[config.mk]
export PLATFORM = sky130hd
export DESIGN_NAME = ternary_band_range_cover
export DESIGN_NICKNAME = d
export VERILOG_FILES = /design/src/hdl/tbrc_pkg.sv /design/src/hdl/ternary_band_range_cover.sv
export SDC_FILE = /design/constraint.sdc
export NUM_CORES = 1
export LEC_CHECK = 0
export ABC_AREA = 1
export BUFFER_PORTS_ARGS = -buffer_cell sky130_fd_sc_hd__buf_2
export CORE_MARGIN = 5
export CORE_UTILIZATION = 45
export DETAILED_ROUTE_END_ITERATION = 7
export GPL_ROUTABILITY_DRIVEN = 0
export PLACE_DENSITY_LB_ADDON = 0.08
export SLEW_MARGIN = 20
export SYNTH_ARGS = -nofsm -noshare
export SYNTH_HDL_FRONTEND = slang
export SYNTH_SLANG_ARGS = --single-unit
[constraint.sdc]
create_clock -name clock -period 4.95 [get_ports clock]
set_input_delay 0.7425 -clock clock [delete_from_list [all_inputs] [get_ports clock]]
set_output_delay 0.7425 -clock clock [all_outputs]
set_load 0.02 [all_outputs]
[src/hdl/tbrc_pkg.sv]
package tbrc_pkg;

   localparam int BAND_WIDTH     = 4;
   localparam int MAX_BAND_COUNT = 8;

   localparam int DATA_WIDTH  = 32;
   localparam int MASK_WIDTH  = 8;
   localparam int COUNT_WIDTH = 4;
   localparam int CMD_WIDTH   = 2;

   localparam int FIT_BANDS  = (DATA_WIDTH + BAND_WIDTH - 1) / BAND_WIDTH;
   localparam int BAND_SLOTS = (MAX_BAND_COUNT < FIT_BANDS) ? MAX_BAND_COUNT : FIT_BANDS;

   localparam logic [CMD_WIDTH-1:0] CMD_OVERLAP   = 2'd0;
   localparam logic [CMD_WIDTH-1:0] CMD_MIN_COVER = 2'd1;
   localparam logic [CMD_WIDTH-1:0] CMD_MAX_COVER = 2'd2;
   localparam logic [CMD_WIDTH-1:0] CMD_UNUSED    = 2'd3;

   // bits of one band, clipped to the data word
   function automatic logic [DATA_WIDTH-1:0] band_field_mask(input int idx);
      logic [2*DATA_WIDTH-1:0] full;
      full = ((((2*DATA_WIDTH)'(1)) << BAND_WIDTH) - (2*DATA_WIDTH)'(1)) << (idx * BAND_WIDTH);
      if (idx * BAND_WIDTH >= DATA_WIDTH) begin
         return '0;
      end
      return full[DATA_WIDTH-1:0];
   endfunction

endpackage

[src/hdl/ternary_band_range_cover.sv]
// a word accepted on req is registered in the input stage, then in the result stage, and shown on rsp
// throughput: one word per cycle; req_stall rises only while a result waits on a stalled rsp
// the band search, carry and borrow chains sit between the input and result registers
// reset is synchronous and active high: it empties both stages, payload is not cleared
module ternary_band_range_cover
   import tbrc_pkg::*;
(
   input  logic                   clock,
   input  logic                   reset,
   input  logic                   req_valid,
   output logic                   req_stall,
   input  logic [CMD_WIDTH-1:0]   req_command,
   input  logic [DATA_WIDTH-1:0]  req_range_lo,
   input  logic [DATA_WIDTH-1:0]  req_range_hi,
   input  logic [DATA_WIDTH-1:0]  req_pattern_value,
   input  logic [MASK_WIDTH-1:0]  req_band_mask,
   input  logic [COUNT_WIDTH-1:0] req_band_count,
   output logic                   rsp_valid,
   input  logic                   rsp_stall,
   output logic [DATA_WIDTH-1:0]  rsp_out_lo,
   output logic [DATA_WIDTH-1:0]  rsp_out_hi,
   output logic                   rsp_ok_flag
);

   typedef struct packed {
      logic                  hit;
      logic                  found;
      logic [DATA_WIDTH-1:0] value;
   } border_type;

   // left border of the next bank, or right border of the previous bank
   function automatic border_type seek_border(
      input logic [DATA_WIDTH-1:0] p,
      input logic [DATA_WIDTH-1:0] val,
      input logic [DATA_WIDTH-1:0] below,
      input logic [BAND_SLOTS-1:0] fixed,
      input logic [BAND_SLOTS-1:0] wild,
      input logic                  right
   );
      border_type              res;
      logic [BAND_SLOTS-1:0]   diff;
      logic [BAND_SLOTS-1:0]   sel;
      logic [BAND_SLOTS-1:0]   reach;
      logic [BAND_SLOTS:0]     carry;
      logic                    seen;
      logic                    go;
      logic                    full;
      logic [DATA_WIDTH-1:0]   m;
      logic [DATA_WIDTH-1:0]   pb;
      logic [DATA_WIDTH-1:0]   vb;
      logic [DATA_WIDTH-1:0]   one;
      logic [DATA_WIDTH-1:0]   x;
      seen = 1'b0;
      go   = 1'b0;
      for (int i = BAND_SLOTS - 1; i >= 0; i--) begin
         m        = band_field_mask(i);
         pb       = p & m;
         vb       = val & m;
         diff[i]  = fixed[i] && (pb != vb);
         sel[i]   = diff[i] && !seen;
         seen     = seen || diff[i];
         reach[i] = seen;
         if (sel[i]) begin
            go = right ? (pb < vb) : (pb > vb);
         end
      end
      carry[0] = 1'b0;
      x        = p;
      for (int i = 0; i < BAND_SLOTS; i++) begin
         m   = band_field_mask(i);
         pb  = p & m;
         one = m & (~m + DATA_WIDTH'(1));
         full = right ? (pb == '0) : (pb == m);
         carry[i+1] = (go && sel[i]) || (carry[i] && !reach[i] && (!wild[i] || full));
         if (reach[i]) begin
            x = (x & ~m) | (fixed[i] ? (val & m) : (right ? m : '0));
         end else if (wild[i] && carry[i]) begin
            if (full) begin
               x = right ? (x | m) : (x & ~m);
            end else begin
               x = (x & ~m) | ((right ? (pb - one) : (pb + one)) & m);
            end
         end
      end
      res.hit   = !seen;
      res.found = !seen || !carry[BAND_SLOTS];
      if (!seen) begin
         res.value = right ? (p | below) : (p & ~below);
      end else begin
         res.value = x;
      end
      return res;
   endfunction

   // input stage
   logic                   s1_valid_ff, s1_valid_in;
   logic [CMD_WIDTH-1:0]   cmd_ff, cmd_in;
   logic [DATA_WIDTH-1:0]  lo_ff, lo_in;
   logic [DATA_WIDTH-1:0]  hi_ff, hi_in;
   logic [DATA_WIDTH-1:0]  val_ff, val_in;
   logic [MASK_WIDTH-1:0]  mask_ff, mask_in;
   logic [COUNT_WIDTH-1:0] count_ff, count_in;

   // result stage
   logic                   rsp_valid_ff, rsp_valid_in;
   logic [DATA_WIDTH-1:0]  out_lo_ff, out_lo_in;
   logic [DATA_WIDTH-1:0]  out_hi_ff, out_hi_in;
   logic                   ok_ff, ok_in;

   logic s2_free;
   logic s1_move;
   logic req_take;

   logic [BAND_SLOTS-1:0] active;
   logic [BAND_SLOTS-1:0] mask_bit;
   logic [BAND_SLOTS-1:0] fixed;
   logic [BAND_SLOTS-1:0] wild;
   logic [DATA_WIDTH-1:0] all_span;
   logic [DATA_WIDTH-1:0] fixed_span;
   logic [DATA_WIDTH-1:0] below_span;
   logic [DATA_WIDTH-1:0] span_lo;
   logic [DATA_WIDTH-1:0] span_hi;
   logic                  open_run;

   border_type nl_lo, pr_lo, nl_hi, pr_hi;
   logic                  good;
   logic [DATA_WIDTH-1:0] min_lo;
   logic [DATA_WIDTH-1:0] min_hi;

   assign s2_free   = !rsp_valid_ff || !rsp_stall;
   assign s1_move   = s1_valid_ff && s2_free;
   assign req_stall = s1_valid_ff && !s2_free;
   assign req_take  = req_valid && !req_stall;

   for (genvar g = 0; g < BAND_SLOTS; g++) begin : g_band
      if (g < MASK_WIDTH) begin : g_masked
         assign mask_bit[g] = mask_ff[g];
      end else begin : g_open
         assign mask_bit[g] = 1'b0;
      end
      assign active[g] = int'(count_ff) > g;
      assign fixed[g]  = active[g] && mask_bit[g];
      assign wild[g]   = active[g] && !mask_bit[g];
   end

   always_comb begin
      all_span   = '0;
      fixed_span = '0;
      below_span = '0;
      open_run   = 1'b1;
      for (int i = 0; i < BAND_SLOTS; i++) begin
         if (active[i]) begin
            all_span = all_span | band_field_mask(i);
         end
         if (fixed[i]) begin
            fixed_span = fixed_span | band_field_mask(i);
         end
         open_run = open_run && wild[i];
         if (open_run) begin
            below_span = below_span | band_field_mask(i);
         end
      end
      span_lo = val_ff & fixed_span;
      span_hi = span_lo | (all_span & ~fixed_span);
   end

   always_comb begin
      nl_lo = seek_border(lo_ff, val_ff, below_span, fixed, wild, 1'b0);
      pr_lo = seek_border(lo_ff, val_ff, below_span, fixed, wild, 1'b1);
      nl_hi = seek_border(hi_ff, val_ff, below_span, fixed, wild, 1'b0);
      pr_hi = seek_border(hi_ff, val_ff, below_span, fixed, wild, 1'b1);
   end

   always_comb begin
      good   = (nl_lo.hit || nl_lo.found) && (pr_hi.hit || pr_hi.found);
      min_lo = nl_lo.hit ? lo_ff : nl_lo.value;
      min_hi = pr_hi.hit ? hi_ff : pr_hi.value;
      out_lo_in = out_lo_ff;
      out_hi_in = out_hi_ff;
      ok_in     = ok_ff;
      if (s1_move) begin
         case (cmd_ff)
            CMD_OVERLAP: begin
               out_lo_in = '0;
               out_hi_in = '0;
               ok_in     = nl_lo.found && (hi_ff >= nl_lo.value);
            end
            CMD_MIN_COVER: begin
               out_lo_in = good ? min_lo : '0;
               out_hi_in = good ? min_hi : '0;
               ok_in     = good && (min_hi >= min_lo);
            end
            CMD_MAX_COVER: begin
               if (pr_lo.hit) begin
                  out_lo_in = lo_ff;
               end else if (pr_lo.found) begin
                  out_lo_in = pr_lo.value + DATA_WIDTH'(1);
               end else begin
                  out_lo_in = span_lo;
               end
               if (nl_hi.hit) begin
                  out_hi_in = hi_ff;
               end else if (nl_hi.found) begin
                  out_hi_in = nl_hi.value - DATA_WIDTH'(1);
               end else begin
                  out_hi_in = span_hi;
               end
               ok_in = 1'b1;
            end
            default: begin
               out_lo_in = '0;
               out_hi_in = '0;
               ok_in     = 1'b0;
            end
         endcase
      end
   end

   always_comb begin
      s1_valid_in  = req_take || (s1_valid_ff && !s2_free);
      rsp_valid_in = s1_move || (rsp_valid_ff && rsp_stall);
      cmd_in   = req_take ? req_command       : cmd_ff;
      lo_in    = req_take ? req_range_lo      : lo_ff;
      hi_in    = req_take ? req_range_hi      : hi_ff;
      val_in   = req_take ? req_pattern_value : val_ff;
      mask_in  = req_take ? req_band_mask     : mask_ff;
      count_in = req_take ? req_band_count    : count_ff;
   end

   always_ff @(posedge clock) begin
      if (reset) begin
         s1_valid_ff  <= 1'b0;
         rsp_valid_ff <= 1'b0;
      end else begin
         s1_valid_ff  <= s1_valid_in;
         rsp_valid_ff <= rsp_valid_in;
      end
   end

   always_ff @(posedge clock) begin
      cmd_ff    <= cmd_in;
      lo_ff     <= lo_in;
      hi_ff     <= hi_in;
      val_ff    <= val_in;
      mask_ff   <= mask_in;
      count_ff  <= count_in;
      out_lo_ff <= out_lo_in;
      out_hi_ff <= out_hi_in;
      ok_ff     <= ok_in;
   end

   assign rsp_valid   = rsp_valid_ff;
   assign rsp_out_lo  = out_lo_ff;
   assign rsp_out_hi  = out_hi_ff;
   assign rsp_ok_flag = ok_ff;

endmodule

==> results of run 1 <==
-- metal layers --
| layer | track usage, % | vias to the layer above |
|---|---|---|
| met4 | 9.336 | 0 |
| li1 | - | 10040 |
| met5 | 0 | - |
| met1 | 43.02 | 9706 |
| met2 | 45.46 | 1113 |
| met3 | 5.862 | 146 |
-- final cells by class --
cell class / instances / area (µm²)
clock inverter: 15 / 145.1
timing repair buffer: 612 / 4293
tap: 532 / 665.6
clock buffer: 17 / 425.4
fill: 3848 / 16310
sequential: 177 / 5295
inverter: 396 / 1496
multi-input combinational: 1998 / 12110
-- metrics by stage --
step           cells  util [%]  cell area (µm²)  hold WS, ns
6_report        3747     59.97            24430       0.4034
4_1_cts         3706     57.19            23300       0.3685
5_1_grt         3747     59.97            24430       0.3719
2_1_floorplan   2647         -            18480       0.4500
3_3_place_gp    3670     55.55            22630       0.5149
3_5_place_dp    3670     55.55            22630       0.5370
-- what timing repair did --
action                                  4_1_cts  5_1_grt
hold endpoints to repair                      0        0
resized for setup                            29      209
gates cloned                                  0        2
hold buffers                                  0        0
setup buffers                                 4       39
endpoints found under the setup margin       14       51
pin swaps                                    11       85
-- state kept, by name, indices dropped and copies added (netlist names) --
signal       count
s1_valid_ff      1
rsp_out_lo      32
lo_ff           32
count_ff         4
cmd_ff           2
rsp_ok_flag      1
val_ff          32
mask_bit         8
rsp_valid        1
hi_ff           32
rsp_out_hi      32
-- synthesized netlist by cell type, types with 6 or more instances --
cell type | count | area share (%)
a211oi_1 | 13 | 0.53
a21oi_1 | 197 | 5.3
a22oi_1 | 16 | 0.65
a31oi_1 | 16 | 0.54
buf_2 | 15 | 0.41
buf_6 | 9 | 0.55
clkbuf_1 | 44 | 0.89
clkinv_1 | 9 | 0.18
edfxtp_1 | 175 | 28
ha_1 | 165 | 11
inv_1 | 367 | 7.5
inv_2 | 19 | 0.39
nand2_1 | 626 | 13
nand2_2 | 26 | 0.88
nand2_4 | 9 | 0.55
nand3_1 | 167 | 4.5
nand3_2 | 10 | 0.54
nand3b_1 | 6 | 0.24
nand4_1 | 40 | 1.4
nor2_1 | 235 | 4.8
nor2_2 | 21 | 0.71
nor2_4 | 18 | 1.1
nor3_1 | 41 | 1.1
o2111ai_1 | 23 | 1.1
o211ai_1 | 40 | 1.6
o21a_1 | 8 | 0.32
o21ai_0 | 173 | 4.7
o21ai_1 | 19 | 0.51
o22ai_1 | 21 | 0.71
xnor2_1 | 12 | 0.57
xor2_1 | 37 | 1.8
-- worst paths after layout --
kind                            cells past startpoint                     to  slack (ns)                 start
worst max-delay path                               32  rsp_ok_flag$_DFFE_PP_       -0.05   lo_ff[21]$_DFFE_PP_
worst min-delay path                                1  mask_bit[6]$_DFFE_PP_        0.40      req_band_mask[6]
worst max register to register                     32  rsp_ok_flag$_DFFE_PP_       -0.05   lo_ff[21]$_DFFE_PP_
worst min register to register                      2   rsp_valid$_SDFF_PP0_        0.55  rsp_valid$_SDFF_PP0_
-- power groups by stage --
stage	logic (W)	clock network, W	registers, W
after floorplan	0.00131	0	0.00188
after global placement	0.00227	0	0.00183
after detailed placement	0.00230	0	0.00183
after CTS	0.00233	0.00139	0.00180
after global routing	0.00280	0.00145	0.00181
final	0.00257	0.00135	0.00180
-- cell families (layout without fill, tap and decap cells) --
family	count (synthesis)	count (layout)	share of synthesized area, %
AOI/OAI and AO/OA	559	559	17.44
xor gates and xnor gates	49	49	2.322
adders and majority gates	165	165	11.17
buffers and inverters	473	1040	10.30
DFF	177	177	28.65
and+or+nand+nor	1224	1225	30.11
==> results.py, run 1 <==
metrics = {
    "logic_synthesis": {
        "syn_area_per_cell_um2": 6.982,
        "dominantRegCellSynth": "edfxtp_1",
        "synth-edff-count": 175,
        "ys_ff_latch": 177,
        "syn_nets": 2926,
        "syn-instance-count": 2647,
        "synth_cell_types": 62,
        "synthArstFlopShare_pct": 0,
        "ys_warn_count": 0,
        "syn_area_mm2": 0.01848,
        "yosysSeqAreaShare_pct": 28.65,
    },
    "place": {
        "place_ws_ns": -0.6736,
        "dp.final_hpwl_mm": 54.68,
        "portBuffers": 180,
    },
    "critical_path": {
        "critPathCaptureType": "flip-flop",
        "cp.required_ns": 5.19,
        "crit_type": "flip-flop to flip-flop",
        "start_kind": "flip-flop",
        "critPathTopFamily": "simple AND/OR/NAND/NOR gates",
        "crit_arrival_ns": 5.23,
        "critPathMaxFanout": 7,
        "cp_num_buf_inv": 6,
        "cpMostUsedCell": "buf_4",
        "slowest_delay_ns": 0.45,
        "critical-path-slowest-cell": "edfxtp_1",
    },
    "global_route": {
        "groute.usage.overall_pct": 29.86,
        "grt_pass1_vias": 19330,
        "grt_pass1_wl_mm": 105.5,
        "grt_max_degree": 62,
        "grt_overflow_total": 0,
        "antenna_found_initial": 0,
    },
    "power_and_ir_drop": {
        "intPower_w": 0.003416,
        "p_leak_nw": 11.60,
        "power_frac_seq_pct": 31.5,
        "pwr-share-clk_pct": 23.5,
        "comb_power_share_pct": 45.0,
        "finalPower_w": 0.005724,
        "sw_frac_of_total_pct": 40.33,
        "power_density_mw_per_mm2": 234.3,
        "switchingPower_w": 0.002309,
        "ir_worst_vdd_mv": 0.2752,
    },
    "detailed_routing": {
        "wl_met3_mm": 7.363,
        "wl_met1_mm": 30.48,
        "routed_wl_mm": 70.76,
        "drt-pass1-iter-count": 5,
        "route.met2.wl_mm": 30.71,
        "via_per_inst": 5.606,
        "drcViolationCount": 0,
        "drt_iter0_drc": 2493,
        "wire_per_inst_um": 18.88,
        "route.vias.total": 21010,
        "ant_nets": 0,
        "top_layer_used": "met4",
    },
    "floorplanning": {
        "ios": 181,
        "initial_core_util_pct": 45.37,
        "die_area_mm2": 0.04522,
        "num_rows": 74,
        "die_w_um": 212.7,
        "die_h_um": 212.7,
        "coreArea_mm2": 0.04074,
    },
    "timing": {
        "max_freq_mhz": 200.1,
        "finalSetupViolCount": 1,
        "relSlewSlack_pct": 38.11,
        "setup_ws_ns": -0.04704,
        "fin_crit_ns": 4.997,
        "finalCritPeriodShare_pct": 101.0,
        "hold_viol": 0,
        "rsz0062_at_grt": "true",
        "setup_tns_ns": -0.04704,
        "slew_violations": 0,
        "tightest_slew_ns": 0.9284,
        "fin_worst_skew_ns": 0.03448,
    },
    "finish": {
        "final_nets": 3481,
        "insertedDiodeCount": 0,
        "area.growth.synth_to_final_pct": 32.18,
        "drive_gt1_share_pct": 28.71,
        "final_cell_mix": "596 x nand2_1, 411 x buf_4, 351 x inv_1",
        "final_common_cell": "nand2_1",
    },
    "clocking": {
        "clockBufferDepth": 2,
        "clkSinkCount": 177,
        "tritoncts": "built",
        "clk_pin_slew_ns": 0.08,
        "h-tree-depth": 4,
        "cts_buffers": 17,
        "worstSkewPairLatency_ns": 0.52,
        "cts_root_buf": "clkbuf_16",
    },
    "job": {
        "cap_violations": 0,
    },
    "status": {
        "status": "finished, violations left",
        "violations": "negative setup slack",
    },
    "worst_hold_path": {
        "hp-class": "primary input to flip-flop",
    },
}
No activity file was read; power rests on OpenSTA's default activity.
==> run 2: changes to the inputs <==
Settings changed: CORE_ASPECT_RATIO from default to 1.25.
==> results.py, run 2 (synthesized netlist as in run 1, its figures left out) <==
metrics = {
    "power_and_ir_drop": {
        "finalPower_w": 0.005783,
        "power_density_mw_per_mm2": 234.9,
        "ir_worst_vdd_mv": 0.2998,
        "p_leak_nw": 11.84,
    },
    "critical_path": {
        "cp_num_buf_inv": 6,
        "critical-path-slowest-cell": "edfxtp_1",
        "slowest_delay_ns": 0.45,
        "crit_type": "flip-flop to flip-flop",
        "critPathTopFamily": "simple AND/OR/NAND/NOR gates",
        "critPathCaptureType": "flip-flop",
        "critPathMaxFanout": 6,
        "start_kind": "flip-flop",
        "cp.required_ns": 5.20,
        "crit_arrival_ns": 5.21,
    },
    "clocking": {
        "clk_pin_slew_ns": 0.08,
        "clockBufferDepth": 2,
        "tritoncts": "built",
        "hold_buffers": 0,
        "cts_root_buf": "clkbuf_16",
        "worstSkewPairLatency_ns": 0.49,
        "h-tree-depth": 4,
        "clkSinkCount": 177,
        "cts_buffers": 17,
    },
    "finish": {
        "seqCellArea_mm2": 0.005295,
        "final_common_cell": "nand2_1",
        "final_nets": 3525,
        "fillers": 3871,
        "insertedDiodeCount": 0,
        "final_cell_area_mm2": 0.02462,
        "final_cells": 3810,
        "multi_input_area_mm2": 0.01192,
        "final_cell_mix": "602 x nand2_1, 460 x buf_4, 359 x inv_1",
        "area.growth.synth_to_final_pct": 33.20,
        "drive_gt1_share_pct": 28.64,
    },
    "floorplanning": {
        "coreArea_mm2": 0.04081,
        "num_rows": 83,
        "ios": 181,
        "die_h_um": 236.6,
        "die_area_mm2": 0.04525,
        "die_w_um": 191.3,
        "initial_core_util_pct": 45.28,
    },
    "global_route": {
        "grt_max_degree": 111,
        "antenna_found_initial": 0,
        "groute.usage.overall_pct": 30.99,
        "grt_pass1_vias": 20630,
        "grt_pass1_wl_mm": 109.6,
        "grt_overflow_total": 0,
    },
    "timing": {
        "max_freq_mhz": 201.3,
        "hold_ws_ns": 0.4203,
        "tightest_slew_ns": 0.9848,
        "fin_crit_ns": 4.967,
        "setup_ws_ns": -0.01685,
        "finalSetupViolCount": 1,
        "finalCritPeriodShare_pct": 100.3,
        "relSlewSlack_pct": 34.25,
        "rsz0062_at_grt": "true",
        "hold_viol": 0,
        "fin_worst_skew_ns": 0.01790,
        "setup_tns_ns": -0.01685,
        "slew_violations": 0,
    },
    "detailed_routing": {
        "wire_per_inst_um": 19.01,
        "drcViolationCount": 0,
        "drt-pass1-iter-count": 6,
        "routed_wl_mm": 72.44,
        "drt_iter0_drc": 1805,
        "ant_nets": 0,
        "via_per_inst": 5.585,
        "route.vias.total": 21280,
    },
    "status": {
        "violations": "negative setup slack",
        "status": "finished, violations left",
    },
    "worst_hold_path": {
        "hp-class": "primary input to flip-flop",
    },
    "place": {
        "dp.final_hpwl_mm": 56.07,
        "dpl.cell_count": 3736,
        "portBuffers": 180,
        "place_area_mm2": 0.02302,
    },
    "job": {
        "cap_violations": 0,
    },
}
[run 2: timing repair]
action,4_1_cts,5_1_grt
pin swaps,33,65
endpoints found under the setup margin,65,44
gates cloned,0,1
buffers inserted,14,29
resized for setup,82,105
[run 2: per-stage QoR]
stage | worst slack [ns] | utilization (%)
6_report | -0.01685 | 60.32
5_1_grt | -0.2742 | 60.32
3_5_place_dp | -0.6722 | 56.42
3_3_place_gp | -0.6302 | 56.42
2_1_floorplan | 0.06174 | -
4_1_cts | 0.0004494 | 58.82
[run 2: final timing paths]
kind,from,slack [ns],end,cells after the start
hold / removal,req_command[0],0.42,cmd_ff[0]$_DFFE_PP_,1
setup / recovery,lo_ff[26]$_DFFE_PP_,-0.02,rsp_ok_flag$_DFFE_PP_,32
setup reg to reg,lo_ff[26]$_DFFE_PP_,-0.02,rsp_ok_flag$_DFFE_PP_,32
hold reg to reg,s1_valid_ff$_SDFF_PP0_,0.53,rsp_valid$_SDFF_PP0_,2
[run 2: where the power goes]
group          leakage, nW  total, W  switching (W)  internal [W]
combinational         9.82   0.00261        0.00158       0.00103
sequential            1.74   0.00180      0.0000462       0.00175
clock                0.274   0.00137       0.000635      0.000736
total                 11.8   0.00578        0.00226       0.00352
[run 2: cell type report]
type                            count  area share, %
Inverter                          396          6.079
Timing Repair Buffer              657          18.89
Clock inverter                     14         0.5743
Multi-Input combinational cell   1997          48.41
Clock buffer                       17          1.728
Tap cell                          552          2.806
Sequential cell                   177          21.51
[run 2: layer usage]
metal	GRT usage, %	vias up	share of wire, %
met5	0	-	0
met4	21.14	0	7.8
met3	3.996	309	6.5
met2	54.66	1094	49
met1	34.36	9756	37
li1	-	10120	-
